File: config.mk
export PLATFORM = sky130hd
export DESIGN_NAME = updown_decimal_counter_display_core
export DESIGN_NICKNAME = d
export VERILOG_FILES = /design/src/hw/rtl/udcd_pkg.sv /design/src/hw/rtl/updown_decimal_counter_display_core.sv /design/src/hw/rtl/udcd_digit_cell.sv /design/src/hw/rtl/udcd_write_seq.sv
export SDC_FILE = /design/constraint.sdc
export NUM_CORES = 1
export LEC_CHECK = 0
export BUFFER_PORTS_ARGS = -buffer_cell sky130_fd_sc_hd__buf_2
export CORE_MARGIN = 10
export CORE_UTILIZATION = 28
export CTS_BUF_LIST = sky130_fd_sc_hd__clkbuf_4 sky130_fd_sc_hd__clkbuf_8 sky130_fd_sc_hd__clkbuf_16
export DETAILED_ROUTE_END_ITERATION = 10
export PLACE_DENSITY = 0.46
export REMOVE_ABC_BUFFERS = 1
export SLEW_MARGIN = 0
export SYNTH_ARGS = -nofsm -noshare
export SYNTH_HDL_FRONTEND = slang
export SYNTH_SLANG_ARGS = --single-unit
export TNS_END_PERCENT = 100
File: constraint.sdc
create_clock -name clk -period 12.3 [get_ports clk]
set_clock_uncertainty 0.1 [all_clocks]
set_input_delay 0 -clock clk [delete_from_list [all_inputs] [get_ports clk]]
set_output_delay 0 -clock clk [all_outputs]
set_load 0.02 [all_outputs]
File: src/hw/rtl/udcd_pkg.sv
// Shared types and constants for the up/down decimal counter display core.
// No dependencies; imported by every module of the block.
package udcd_pkg;

  // Counter state: four decimal digits, 0 to 9999.
  localparam int CNT_DIGITS = 4;
  localparam int IDX_W      = 3;  // beat index inside a phase (setup or up to 8 digits)

  typedef logic [3:0]                 bcd_t;
  typedef logic [CNT_DIGITS-1:0][3:0] bcd_word_t;
  typedef logic [13:0]                count_t;

  // Display driver register addresses.
  localparam logic [3:0] REG_DECODE    = 4'd9;
  localparam logic [3:0] REG_INTENSITY = 4'd10;
  localparam logic [3:0] REG_SCAN      = 4'd11;
  localparam logic [3:0] REG_SHUTDOWN  = 4'd12;
  localparam logic [3:0] REG_TEST      = 4'd15;

  // Setup beat order.
  localparam logic [IDX_W-1:0] SETUP_DECODE    = 3'd0;
  localparam logic [IDX_W-1:0] SETUP_SCAN      = 3'd1;
  localparam logic [IDX_W-1:0] SETUP_INTENSITY = 3'd2;
  localparam logic [IDX_W-1:0] SETUP_TEST      = 3'd3;
  localparam logic [IDX_W-1:0] SETUP_SHUTDOWN  = 3'd4;

  // Configuration register indexes.
  localparam logic [1:0] CFG_TICK_PERIOD = 2'd0;
  localparam logic [1:0] CFG_INTENSITY   = 2'd1;
  localparam logic [1:0] CFG_SCAN_LIMIT  = 2'd2;
  localparam logic [1:0] CFG_DECODE_MODE = 2'd3;

  localparam logic [7:0] TICK_PERIOD_RST = 8'd25;
  localparam logic [3:0] INTENSITY_RST   = 4'd4;
  localparam logic [2:0] SCAN_LIMIT_RST  = 3'd3;
  localparam logic [7:0] DECODE_MODE_RST = 8'h0F;

  // Control shared by every digit cell for one accepted item.
  typedef struct packed {
    logic upd;      // item accepted, commit the new digit
    logic play;     // automatic mode: clear happens before the step
    logic up;       // direction
    logic do_step;  // one increment/decrement rides the carry chain
    logic do_load;  // clear: load 0 (up) or 9 (down)
  } cell_ctl_t;

  // Values the write sequencer sends during a start command.
  typedef struct packed {
    logic [7:0] decode_mode;
    logic [2:0] scan_limit;
    logic [3:0] intensity_level;
  } setup_cfg_t;

  // One item's worth of display writes.
  typedef struct packed {
    logic      start;   // setup writes, then set A
    logic      has_a;
    logic      has_b;
    bcd_word_t set_a;
    bcd_word_t set_b;
    count_t    count;   // counter value after the item
  } wr_item_t;

  typedef enum logic [1:0] {
    PH_SETUP,
    PH_SET_A,
    PH_SET_B
  } phase_t;

endpackage

File: src/hw/rtl/updown_decimal_counter_display_core.sv
// Up/down decimal counter with display-driver write stream (top level).
// Depends on udcd_pkg, udcd_digit_cell and udcd_write_seq.
// Latency: the input item passes the pending slot and then the active slot before its first write beat.
// Throughput: one write beat per cycle while out_ready is high; a start gives five setup writes
//   and then DIGITS digit writes, a tick DIGITS writes per counter change, a tick with no change none.
// Reset: counter 0, prescaler 0, buttons released, registers at their defaults.
module updown_decimal_counter_display_core #(
  parameter int DIGITS = 4
) (
  input  logic                clk,
  input  logic                rst_n,
  // sample / start beats
  input  logic                in_valid,
  output logic                in_ready,
  input  logic                in_command,
  input  logic                in_play_on,
  input  logic                in_count_up,
  input  logic                in_step_level,
  input  logic                in_step_recheck,
  input  logic                in_clear_level,
  input  logic                in_clear_recheck,
  // display write beats
  output logic                out_valid,
  input  logic                out_ready,
  output logic [3:0]          out_reg_address,
  output logic [7:0]          out_reg_data,
  output udcd_pkg::count_t    out_count_value,
  output logic                out_last,
  // register writes
  input  logic                cfg_valid,
  output logic                cfg_ready,
  input  logic [1:0]          cfg_index,
  input  logic [7:0]          cfg_data
);
  import udcd_pkg::*;

  // Configuration registers.
  logic [7:0] tick_period_r;
  logic [3:0] intensity_r;
  logic [2:0] scan_limit_r;
  logic [7:0] decode_mode_r;

  // Sample state.
  logic [7:0] tick_count_r, tick_count_nxt;
  logic       prev_step_r, prev_step_nxt;
  logic       prev_clear_r, prev_clear_nxt;

  logic       in_fire, tick;
  logic       step_fire, clear_fire, pre_fire;
  logic [8:0] tick_inc;
  cell_ctl_t  ctl;

  // Digit chain wiring: carry runs upward, binary value runs downward.
  logic      [CNT_DIGITS:0] carry;
  count_t    part [CNT_DIGITS+1];
  bcd_word_t cur_digits, step_digits, load_digits;

  wr_item_t   item;
  logic       item_vld, item_rdy;
  setup_cfg_t setup;

  assign in_fire   = in_valid && in_ready;
  assign tick      = in_fire && !in_command;
  assign cfg_ready = 1'b1;

  // Debounced falling edges; manual step only counts with play off.
  assign step_fire  = prev_step_r && !in_step_level && !in_step_recheck && !in_play_on;
  assign clear_fire = prev_clear_r && !in_clear_level && !in_clear_recheck;

  // Prescaler: advance while playing, fire and drop back to zero at the period.
  assign tick_inc = {1'b0, tick_count_r} + 9'd1;
  assign pre_fire = in_play_on && (tick_inc >= {1'b0, tick_period_r});

  always_comb begin
    tick_count_nxt = tick_count_r;
    prev_step_nxt  = prev_step_r;
    prev_clear_nxt = prev_clear_r;
    if (tick) begin
      prev_step_nxt  = in_step_level;
      prev_clear_nxt = in_clear_level;
      if (in_play_on) begin
        tick_count_nxt = pre_fire ? 8'd0 : tick_inc[7:0];
      end
    end
  end

  // A tick carries at most one step (manual with play off, prescaler with play on)
  // and at most one clear, so one pass of the carry chain covers the whole beat.
  always_comb begin
    ctl.upd     = in_fire;
    ctl.play    = in_play_on;
    ctl.up      = in_count_up;
    ctl.do_step = tick && (step_fire || pre_fire);
    ctl.do_load = tick && clear_fire;
  end

  assign carry[0]         = ctl.do_step;
  assign part[CNT_DIGITS] = '0;

  for (genvar g = 0; g < CNT_DIGITS; g++) begin : g_cell
    udcd_digit_cell u_cell (
      .clk    (clk),
      .rst_n  (rst_n),
      .ctl    (ctl),
      .cin    (carry[g]),
      .cout   (carry[g+1]),
      .part_i (part[g+1]),
      .part_o (part[g]),
      .cur_o  (cur_digits[g]),
      .step_o (step_digits[g])
    );
  end

  always_comb begin
    for (int j = 0; j < CNT_DIGITS; j++) begin
      load_digits[j] = in_count_up ? 4'd0 : 4'd9;
    end
  end

  // Order the writes: with play off the step comes before the clear,
  // with play on the clear comes before the prescaler step.
  always_comb begin
    item.start = in_command;
    item.count = part[0];
    if (in_command) begin
      item.has_a = 1'b1;
      item.has_b = 1'b0;
      item.set_a = cur_digits;
      item.set_b = cur_digits;
    end else if (!in_play_on) begin
      item.has_a = step_fire;
      item.has_b = clear_fire;
      item.set_a = step_digits;
      item.set_b = load_digits;
    end else begin
      item.has_a = clear_fire;
      item.has_b = pre_fire;
      item.set_a = load_digits;
      item.set_b = step_digits;
    end
  end

  // Beats that change nothing leave no writes behind.
  assign item_vld = in_fire && (item.start || item.has_a || item.has_b);
  assign in_ready = item_rdy;

  always_comb begin
    setup.decode_mode     = decode_mode_r;
    setup.scan_limit      = scan_limit_r;
    setup.intensity_level = intensity_r;
  end

  udcd_write_seq #(
    .DIGITS (DIGITS)
  ) u_seq (
    .clk             (clk),
    .rst_n           (rst_n),
    .item_vld        (item_vld),
    .item_rdy        (item_rdy),
    .item            (item),
    .setup           (setup),
    .out_valid       (out_valid),
    .out_ready       (out_ready),
    .out_reg_address (out_reg_address),
    .out_reg_data    (out_reg_data),
    .out_count_value (out_count_value),
    .out_last        (out_last)
  );

  always_ff @(posedge clk) begin
    if (!rst_n) begin
      tick_count_r <= 8'd0;
      prev_step_r  <= 1'b1;
      prev_clear_r <= 1'b1;
    end else begin
      tick_count_r <= tick_count_nxt;
      prev_step_r  <= prev_step_nxt;
      prev_clear_r <= prev_clear_nxt;
    end
  end

  // Register writes; always accepted, the host must write only while the block is idle (not enforced here).
  always_ff @(posedge clk) begin
    if (!rst_n) begin
      tick_period_r <= TICK_PERIOD_RST;
      intensity_r   <= INTENSITY_RST;
      scan_limit_r  <= SCAN_LIMIT_RST;
      decode_mode_r <= DECODE_MODE_RST;
    end else if (cfg_valid && cfg_ready) begin
      unique case (cfg_index)
        CFG_TICK_PERIOD: tick_period_r <= cfg_data;
        CFG_INTENSITY:   intensity_r   <= cfg_data[3:0];
        CFG_SCAN_LIMIT:  scan_limit_r  <= cfg_data[2:0];
        CFG_DECODE_MODE: decode_mode_r <= cfg_data;
        default: ;
      endcase
    end
  end

endmodule

File: src/hw/rtl/udcd_digit_cell.sv
// One decimal digit of the counter: digit register, carry/borrow, clear load.
// Depends on udcd_pkg; chained by the top level, least significant cell first.
module udcd_digit_cell (
  input  logic              clk,
  input  logic              rst_n,
  input  udcd_pkg::cell_ctl_t ctl,
  input  logic              cin,     // step request from the lower neighbor
  output logic              cout,    // step request to the upper neighbor
  input  udcd_pkg::count_t  part_i,  // binary value of the digits above
  output udcd_pkg::count_t  part_o,
  output udcd_pkg::bcd_t    cur_o,   // digit before this item
  output udcd_pkg::bcd_t    step_o   // digit right after the step
);
  import udcd_pkg::*;

  bcd_t digit_r, digit_nxt;
  bcd_t ld_val, base, stepped, fin;

  always_comb begin
    ld_val = ctl.up ? 4'd0 : 4'd9;
    // In play mode the clear precedes the step, so the step starts from the load.
    base   = (ctl.play && ctl.do_load) ? ld_val : digit_r;
    cout   = 1'b0;
    stepped = base;
    if (cin) begin
      if (ctl.up) begin
        if (base == 4'd9) begin
          stepped = 4'd0;
          cout    = 1'b1;
        end else begin
          stepped = base + 4'd1;
        end
      end else begin
        if (base == 4'd0) begin
          stepped = 4'd9;
          cout    = 1'b1;
        end else begin
          stepped = base - 4'd1;
        end
      end
    end
    // Manual mode: the clear comes last and wins.
    fin       = (!ctl.play && ctl.do_load) ? ld_val : stepped;
    digit_nxt = ctl.upd ? fin : digit_r;
  end

  assign part_o = 14'(part_i << 3) + 14'(part_i << 1) + {10'd0, fin};
  assign cur_o  = digit_r;
  assign step_o = stepped;

  always_ff @(posedge clk) begin
    if (!rst_n) begin
      digit_r <= 4'd0;
    end else begin
      digit_r <= digit_nxt;
    end
  end

endmodule

File: src/hw/rtl/udcd_write_seq.sv
// Display write sequencer: a pending slot and an active slot, one write per beat.
// Depends on udcd_pkg.
module udcd_write_seq #(
  parameter int DIGITS = 4
) (
  input  logic                  clk,
  input  logic                  rst_n,
  input  logic                  item_vld,
  output logic                  item_rdy,
  input  udcd_pkg::wr_item_t    item,
  input  udcd_pkg::setup_cfg_t  setup,
  output logic                  out_valid,
  input  logic                  out_ready,
  output logic [3:0]            out_reg_address,
  output logic [7:0]            out_reg_data,
  output udcd_pkg::count_t      out_count_value,
  output logic                  out_last
);
  import udcd_pkg::*;

  localparam logic [IDX_W-1:0] LastDig = IDX_W'(DIGITS - 1);

  logic               p_vld_r, p_vld_nxt;
  wr_item_t           p_r;
  logic               s_vld_r, s_vld_nxt;
  wr_item_t           s_r;
  phase_t             ph_r, ph_nxt;
  logic [IDX_W-1:0]   idx_r, idx_nxt;

  logic      out_fire, beat_last, s_load, push;
  bcd_word_t src;
  bcd_t      dig;

  always_comb begin
    unique case (ph_r)
      PH_SET_A: beat_last = (idx_r == LastDig) && !s_r.has_b;
      PH_SET_B: beat_last = (idx_r == LastDig);
      default:  beat_last = 1'b0;
    endcase
  end

  assign out_fire = s_vld_r && out_ready;
  assign s_load   = p_vld_r && (!s_vld_r || (out_fire && beat_last));
  assign item_rdy = !p_vld_r || s_load;
  assign push     = item_vld && item_rdy;

  // Slot and beat pointer update.
  always_comb begin
    p_vld_nxt = push ? 1'b1 : (s_load ? 1'b0 : p_vld_r);
    s_vld_nxt = s_vld_r;
    ph_nxt    = ph_r;
    idx_nxt   = idx_r;
    if (s_load) begin
      s_vld_nxt = 1'b1;
      ph_nxt    = p_r.start ? PH_SETUP : (p_r.has_a ? PH_SET_A : PH_SET_B);
      idx_nxt   = '0;
    end else if (out_fire) begin
      if (beat_last) begin
        s_vld_nxt = 1'b0;
      end else begin
        unique case (ph_r)
          PH_SETUP: begin
            if (idx_r == SETUP_SHUTDOWN) begin
              ph_nxt  = PH_SET_A;
              idx_nxt = '0;
            end else begin
              idx_nxt = idx_r + 1'b1;
            end
          end
          PH_SET_A: begin
            if (idx_r == LastDig) begin
              ph_nxt  = PH_SET_B;
              idx_nxt = '0;
            end else begin
              idx_nxt = idx_r + 1'b1;
            end
          end
          default: idx_nxt = idx_r + 1'b1;
        endcase
      end
    end
  end

  // Digit k (1 = most significant) sits at decimal position DIGITS - k.
  always_comb begin
    src = (ph_r == PH_SET_B) ? s_r.set_b : s_r.set_a;
    dig = 4'd0;
    for (int j = 0; j < CNT_DIGITS; j++) begin
      if ((DIGITS - 1 - j) >= 0) begin
        if (idx_r == IDX_W'(DIGITS - 1 - j)) begin
          dig = src[j];
        end
      end
    end
  end

  always_comb begin
    out_reg_address = 4'(idx_r) + 4'd1;
    out_reg_data    = {4'd0, dig};
    if (ph_r == PH_SETUP) begin
      unique case (idx_r)
        SETUP_DECODE: begin
          out_reg_address = REG_DECODE;
          out_reg_data    = setup.decode_mode;
        end
        SETUP_SCAN: begin
          out_reg_address = REG_SCAN;
          out_reg_data    = {5'd0, setup.scan_limit};
        end
        SETUP_INTENSITY: begin
          out_reg_address = REG_INTENSITY;
          out_reg_data    = {4'd0, setup.intensity_level};
        end
        SETUP_TEST: begin
          out_reg_address = REG_TEST;
          out_reg_data    = 8'd0;
        end
        SETUP_SHUTDOWN: begin
          out_reg_address = REG_SHUTDOWN;
          out_reg_data    = 8'd1;
        end
        default: begin
          out_reg_address = REG_TEST;
          out_reg_data    = 8'd0;
        end
      endcase
    end
  end

  assign out_valid       = s_vld_r;
  assign out_count_value = s_r.count;
  assign out_last        = beat_last;

  always_ff @(posedge clk) begin
    if (!rst_n) begin
      p_vld_r <= 1'b0;
      s_vld_r <= 1'b0;
      ph_r    <= PH_SETUP;
      idx_r   <= '0;
    end else begin
      p_vld_r <= p_vld_nxt;
      s_vld_r <= s_vld_nxt;
      ph_r    <= ph_nxt;
      idx_r   <= idx_nxt;
    end
  end

  always_ff @(posedge clk) begin
    if (push) begin
      p_r <= item;
    end
    if (s_load) begin
      s_r <= p_r;
    end
  end

endmodule
==> flow_summary.ini <==
[clocking]
tritoncts = done
clk_pin_slew_ns = 0.07
cts_root_buf = clkbuf_16
cts_resized = 0
cts_hold_buf = 20
clkLatencyLatePin_ns = 0.43
htreeDepth = 4
post-cts-setup-buffer-count = 0
cts_made_buffers = 17
cts_sinks = 152
clk_path_buf_depth = 2

[power]
power.switching_mw = 0.355
vdd_drop_max_uv = 93.1
sequentialPowerShare_pct = 44.8
power.density_mw_per_mm2 = 129
internal_power_mw = 0.970
switching_share_pct = 26.8
power_frac_comb_pct = 12.9
clockPowerShare_pct = 42.3
power_leakage_nw = 4.15

[sta]
period_share_pct = 67.9
holdWs_ns = 0.0810
period_minus_slack_ns = 8.35
hold_viol = 0
max_freq_mhz = 120
worstMarginPinSlew_ns = 1.10
final-max-slew-violation-count = 0
fin_setup_tns_ns = 0
setup_viol = 0
grt_setup_unrepaired = false
maxSlewHeadroom_pct = 26.9

[worst_hold_path]
holdCritPathClass = input port to flip-flop
hold-path-cell-count = 2
hp-start = in_command
min_to = u_seq.p_r[48]$_DFFE_PP_

[worst_setup_path]
crit_path_end_kind = flip-flop
arrival_ns = 8.43
rrSetupSlack_ns = 3.95
critical_path_class = flip-flop to flip-flop
worst_path_most_repeated_cell = ha_1
crit_required_ns = 12.38
rr_endpoint = u_seq.p_r[13]$_DFFE_PP_
cp_slowest_cell = or3_1
reg2reg_from = tick_count_r[0]$_SDFFE_PN0P_
slowest_delay_ns = 0.61
worst_r2r_path_depth = 34
crit_fanout = 12
crit_path_start_kind = flip-flop

[layout]
insertedDiodeCount = 0
drive_above_1_share_pct = 10.9
final_nets = 1063
area_growth_pct = 15.2

[die]
design.core.area_mm2 = 0.0315
initial_core_util_pct = 28.3
dieWidth_um = 198
rows = 65
die_h_um = 198
io_pins = 52
die_area_mm2 = 0.0393

[synthesis]
synth-warning-count = 0
postSynthCellCount = 935
netlist_area_mm2 = 0.00890
synth_edf_count = 96
synth-seq-cells = 152
ys_async_sr_fraction_pct = 0
yosysSeqAreaShare_pct = 45.0
synth_cell_types = 73
yosysTopAreaCell = edfxtp_1
ys_top_cells_by_area = edfxtp_1 32%, dfxtp_1 13%, ha_1 8.9%
synth_top_area_share_pct = 32.4
avgSynthCellArea_um2 = 9.52
synth-main-ff-cell = edfxtp_1

[route]
drt_iter0_markers = 360
first_pass_iters = 5
drc = 0
vias_per_cell = 4.84
vias = 6707
avgRoutedWirePerCell_um = 16.5
final_antenna_net_count = 0
routed_wl_mm = 22.9

[grt]
grt_start_max_net_pins = 47
grt-ovfl-total = 0
grt_pass1_wl_mm = 37.3
grt_pass1_vias = 6671
antenna_found_initial = 0
grt_usage_pct = 12.1

[placement]
portBuffers = 50
place_congestion = 0.802
post-dp-hpwl_mm = 16.8

[run]
drv_cap = 0

[outcome]
status = finished clean
power groups by stage:
stage	registers [mW]	clock network, mW	logic (mW)
after floorplan	0.605	0	0.109
after global placement	0.605	0	0.169
after detailed placement	0.605	0	0.169
after CTS	0.594	0.576	0.175
after global routing	0.598	0.598	0.194
final	0.594	0.560	0.172
kinds of logic after synthesis:
logic type / after synthesis / share of synthesized area [%]
AO/OA/AOI/OAI: 241 / 17.0
XOR/XNOR: 32 / 3.23
adder cells (fa/ha/maj): 69 / 10.2
buffers and inverters: 115 / 5.71
flip-flops: 152 / 45.0
multiplexers: 30 / 3.40
other: 1 / 0.0421
AND/OR/NAND/NOR: 295 / 15.4
registers in the layout, indices dropped and copies added (netlist names):
register,cells
g_cell.u_cell.cur_o,16
u_seq.ph_r,2
tick_count_r,8
decode_mode_r,8
intensity_r,4
u_seq.p_r,49
prev_clear_r,1
u_seq.p_vld_r,1
scan_limit_r,3
u_seq.out_valid,1
tick_period_r,8
u_seq.out_count_value,14
u_seq.s_r,33
u_seq.idx_r,3
prev_step_r,1
final cells by class:
type,count,area [µm²]
clock inverter,14,189
sequential,152,4000
clock buffer,18,433
inverter,55,206
fill,3272,21200
timing repair buffer,78,510
tap,402,503
multi-input combinational,668,4410
worst max-delay path by stage:
| stage | from | to | cells past startpoint | slack [ns] |
|---|---|---|---|---|
| global placement | tick_count_r[0]$_SDFFE_PN0P_ | u_seq.p_r[13]$_DFFE_PP_ | 33 | 4.11 |
| detailed placement | u_seq.ph_r[0]$_SDFFE_PN0P_ | u_seq.p_r[13]$_DFFE_PP_ | 30 | 3.99 |
| CTS | u_seq.ph_r[0]$_SDFFE_PN0P_ | u_seq.p_r[13]$_DFFE_PP_ | 30 | 3.96 |
| finish | tick_count_r[0]$_SDFFE_PN0P_ | u_seq.p_r[13]$_DFFE_PP_ | 34 | 3.95 |
| floorplan | u_seq.ph_r[0]$_SDFFE_PN0P_ | u_seq.p_r[13]$_DFFE_PP_ | 30 | 5.04 |
| global route | tick_count_r[0]$_SDFFE_PN0P_ | u_seq.p_r[13]$_DFFE_PP_ | 34 | 3.31 |
cells in the mapped netlist (23+ instances only):
cell      count
nor2_1      101
edfxtp_1     96
nand2_1      93
a21oi_1      71
ha_1         63
o21ai_0      61
dfxtp_1      56
inv_1        54
clkbuf_1     30
mux2i_1      28
xnor2_1      25
nand3_1      23
layout by cell type, fill, tap and decap left out, types with 7 or more instances in the layout:
master,n
a21oi_1,71
o22ai_1,11
inv_1,53
and3_1,11
nor3_1,15
xnor2_1,25
nor2b_1,9
dfxtp_1,56
nand3_1,23
nor2_1,101
o21a_1,10
o21ai_0,61
mux2i_1,28
o21bai_1,9
ha_1,63
clkbuf_16,17
edfxtp_1,96
a31oi_1,7
nand2_1,93
and2_1,9
dlygate4sd3_1,20
buf_2,50
buf_4,8
a21o_1,11
stage by stage:
| step | utilization, % | area [µm²] | std cells | total power [mW] | worst slack, ns |
|---|---|---|---|---|---|
| floorplan | - | 8600 | 875 | 0.714 | 5.04 |
| global placement | 30.0 | 9430 | 1335 | 0.774 | 4.11 |
| detailed placement | 30.0 | 9430 | 1335 | 0.774 | 3.99 |
| CTS | 32.6 | 10300 | 1387 | 1.34 | 3.96 |
| global route | 32.6 | 10300 | 1387 | 1.39 | 3.31 |
| finish | 32.6 | 10300 | 1387 | 1.33 | 3.95 |
layer usage:
layer	vias to the layer above	wire length (µm)	track usage (%)
met1	3156	11100	16.4
li1	3407	-	-
met4	0	398	4.10
met2	121	10700	18.9
met3	23	691	2.00
met5	-	0	0
critical path, delay by kind of cell (launching register included):
kind,cells,cell delay [ns]
and+or+nand+nor,8,2.04
AOI/OAI and AO/OA,10,1.80
adders and majority gates,8,2.63
DFF,1,0.42
xor gates and xnor gates,4,0.72
buffers and inverters,4,0.35
Power figures use the tool's default switching activity.
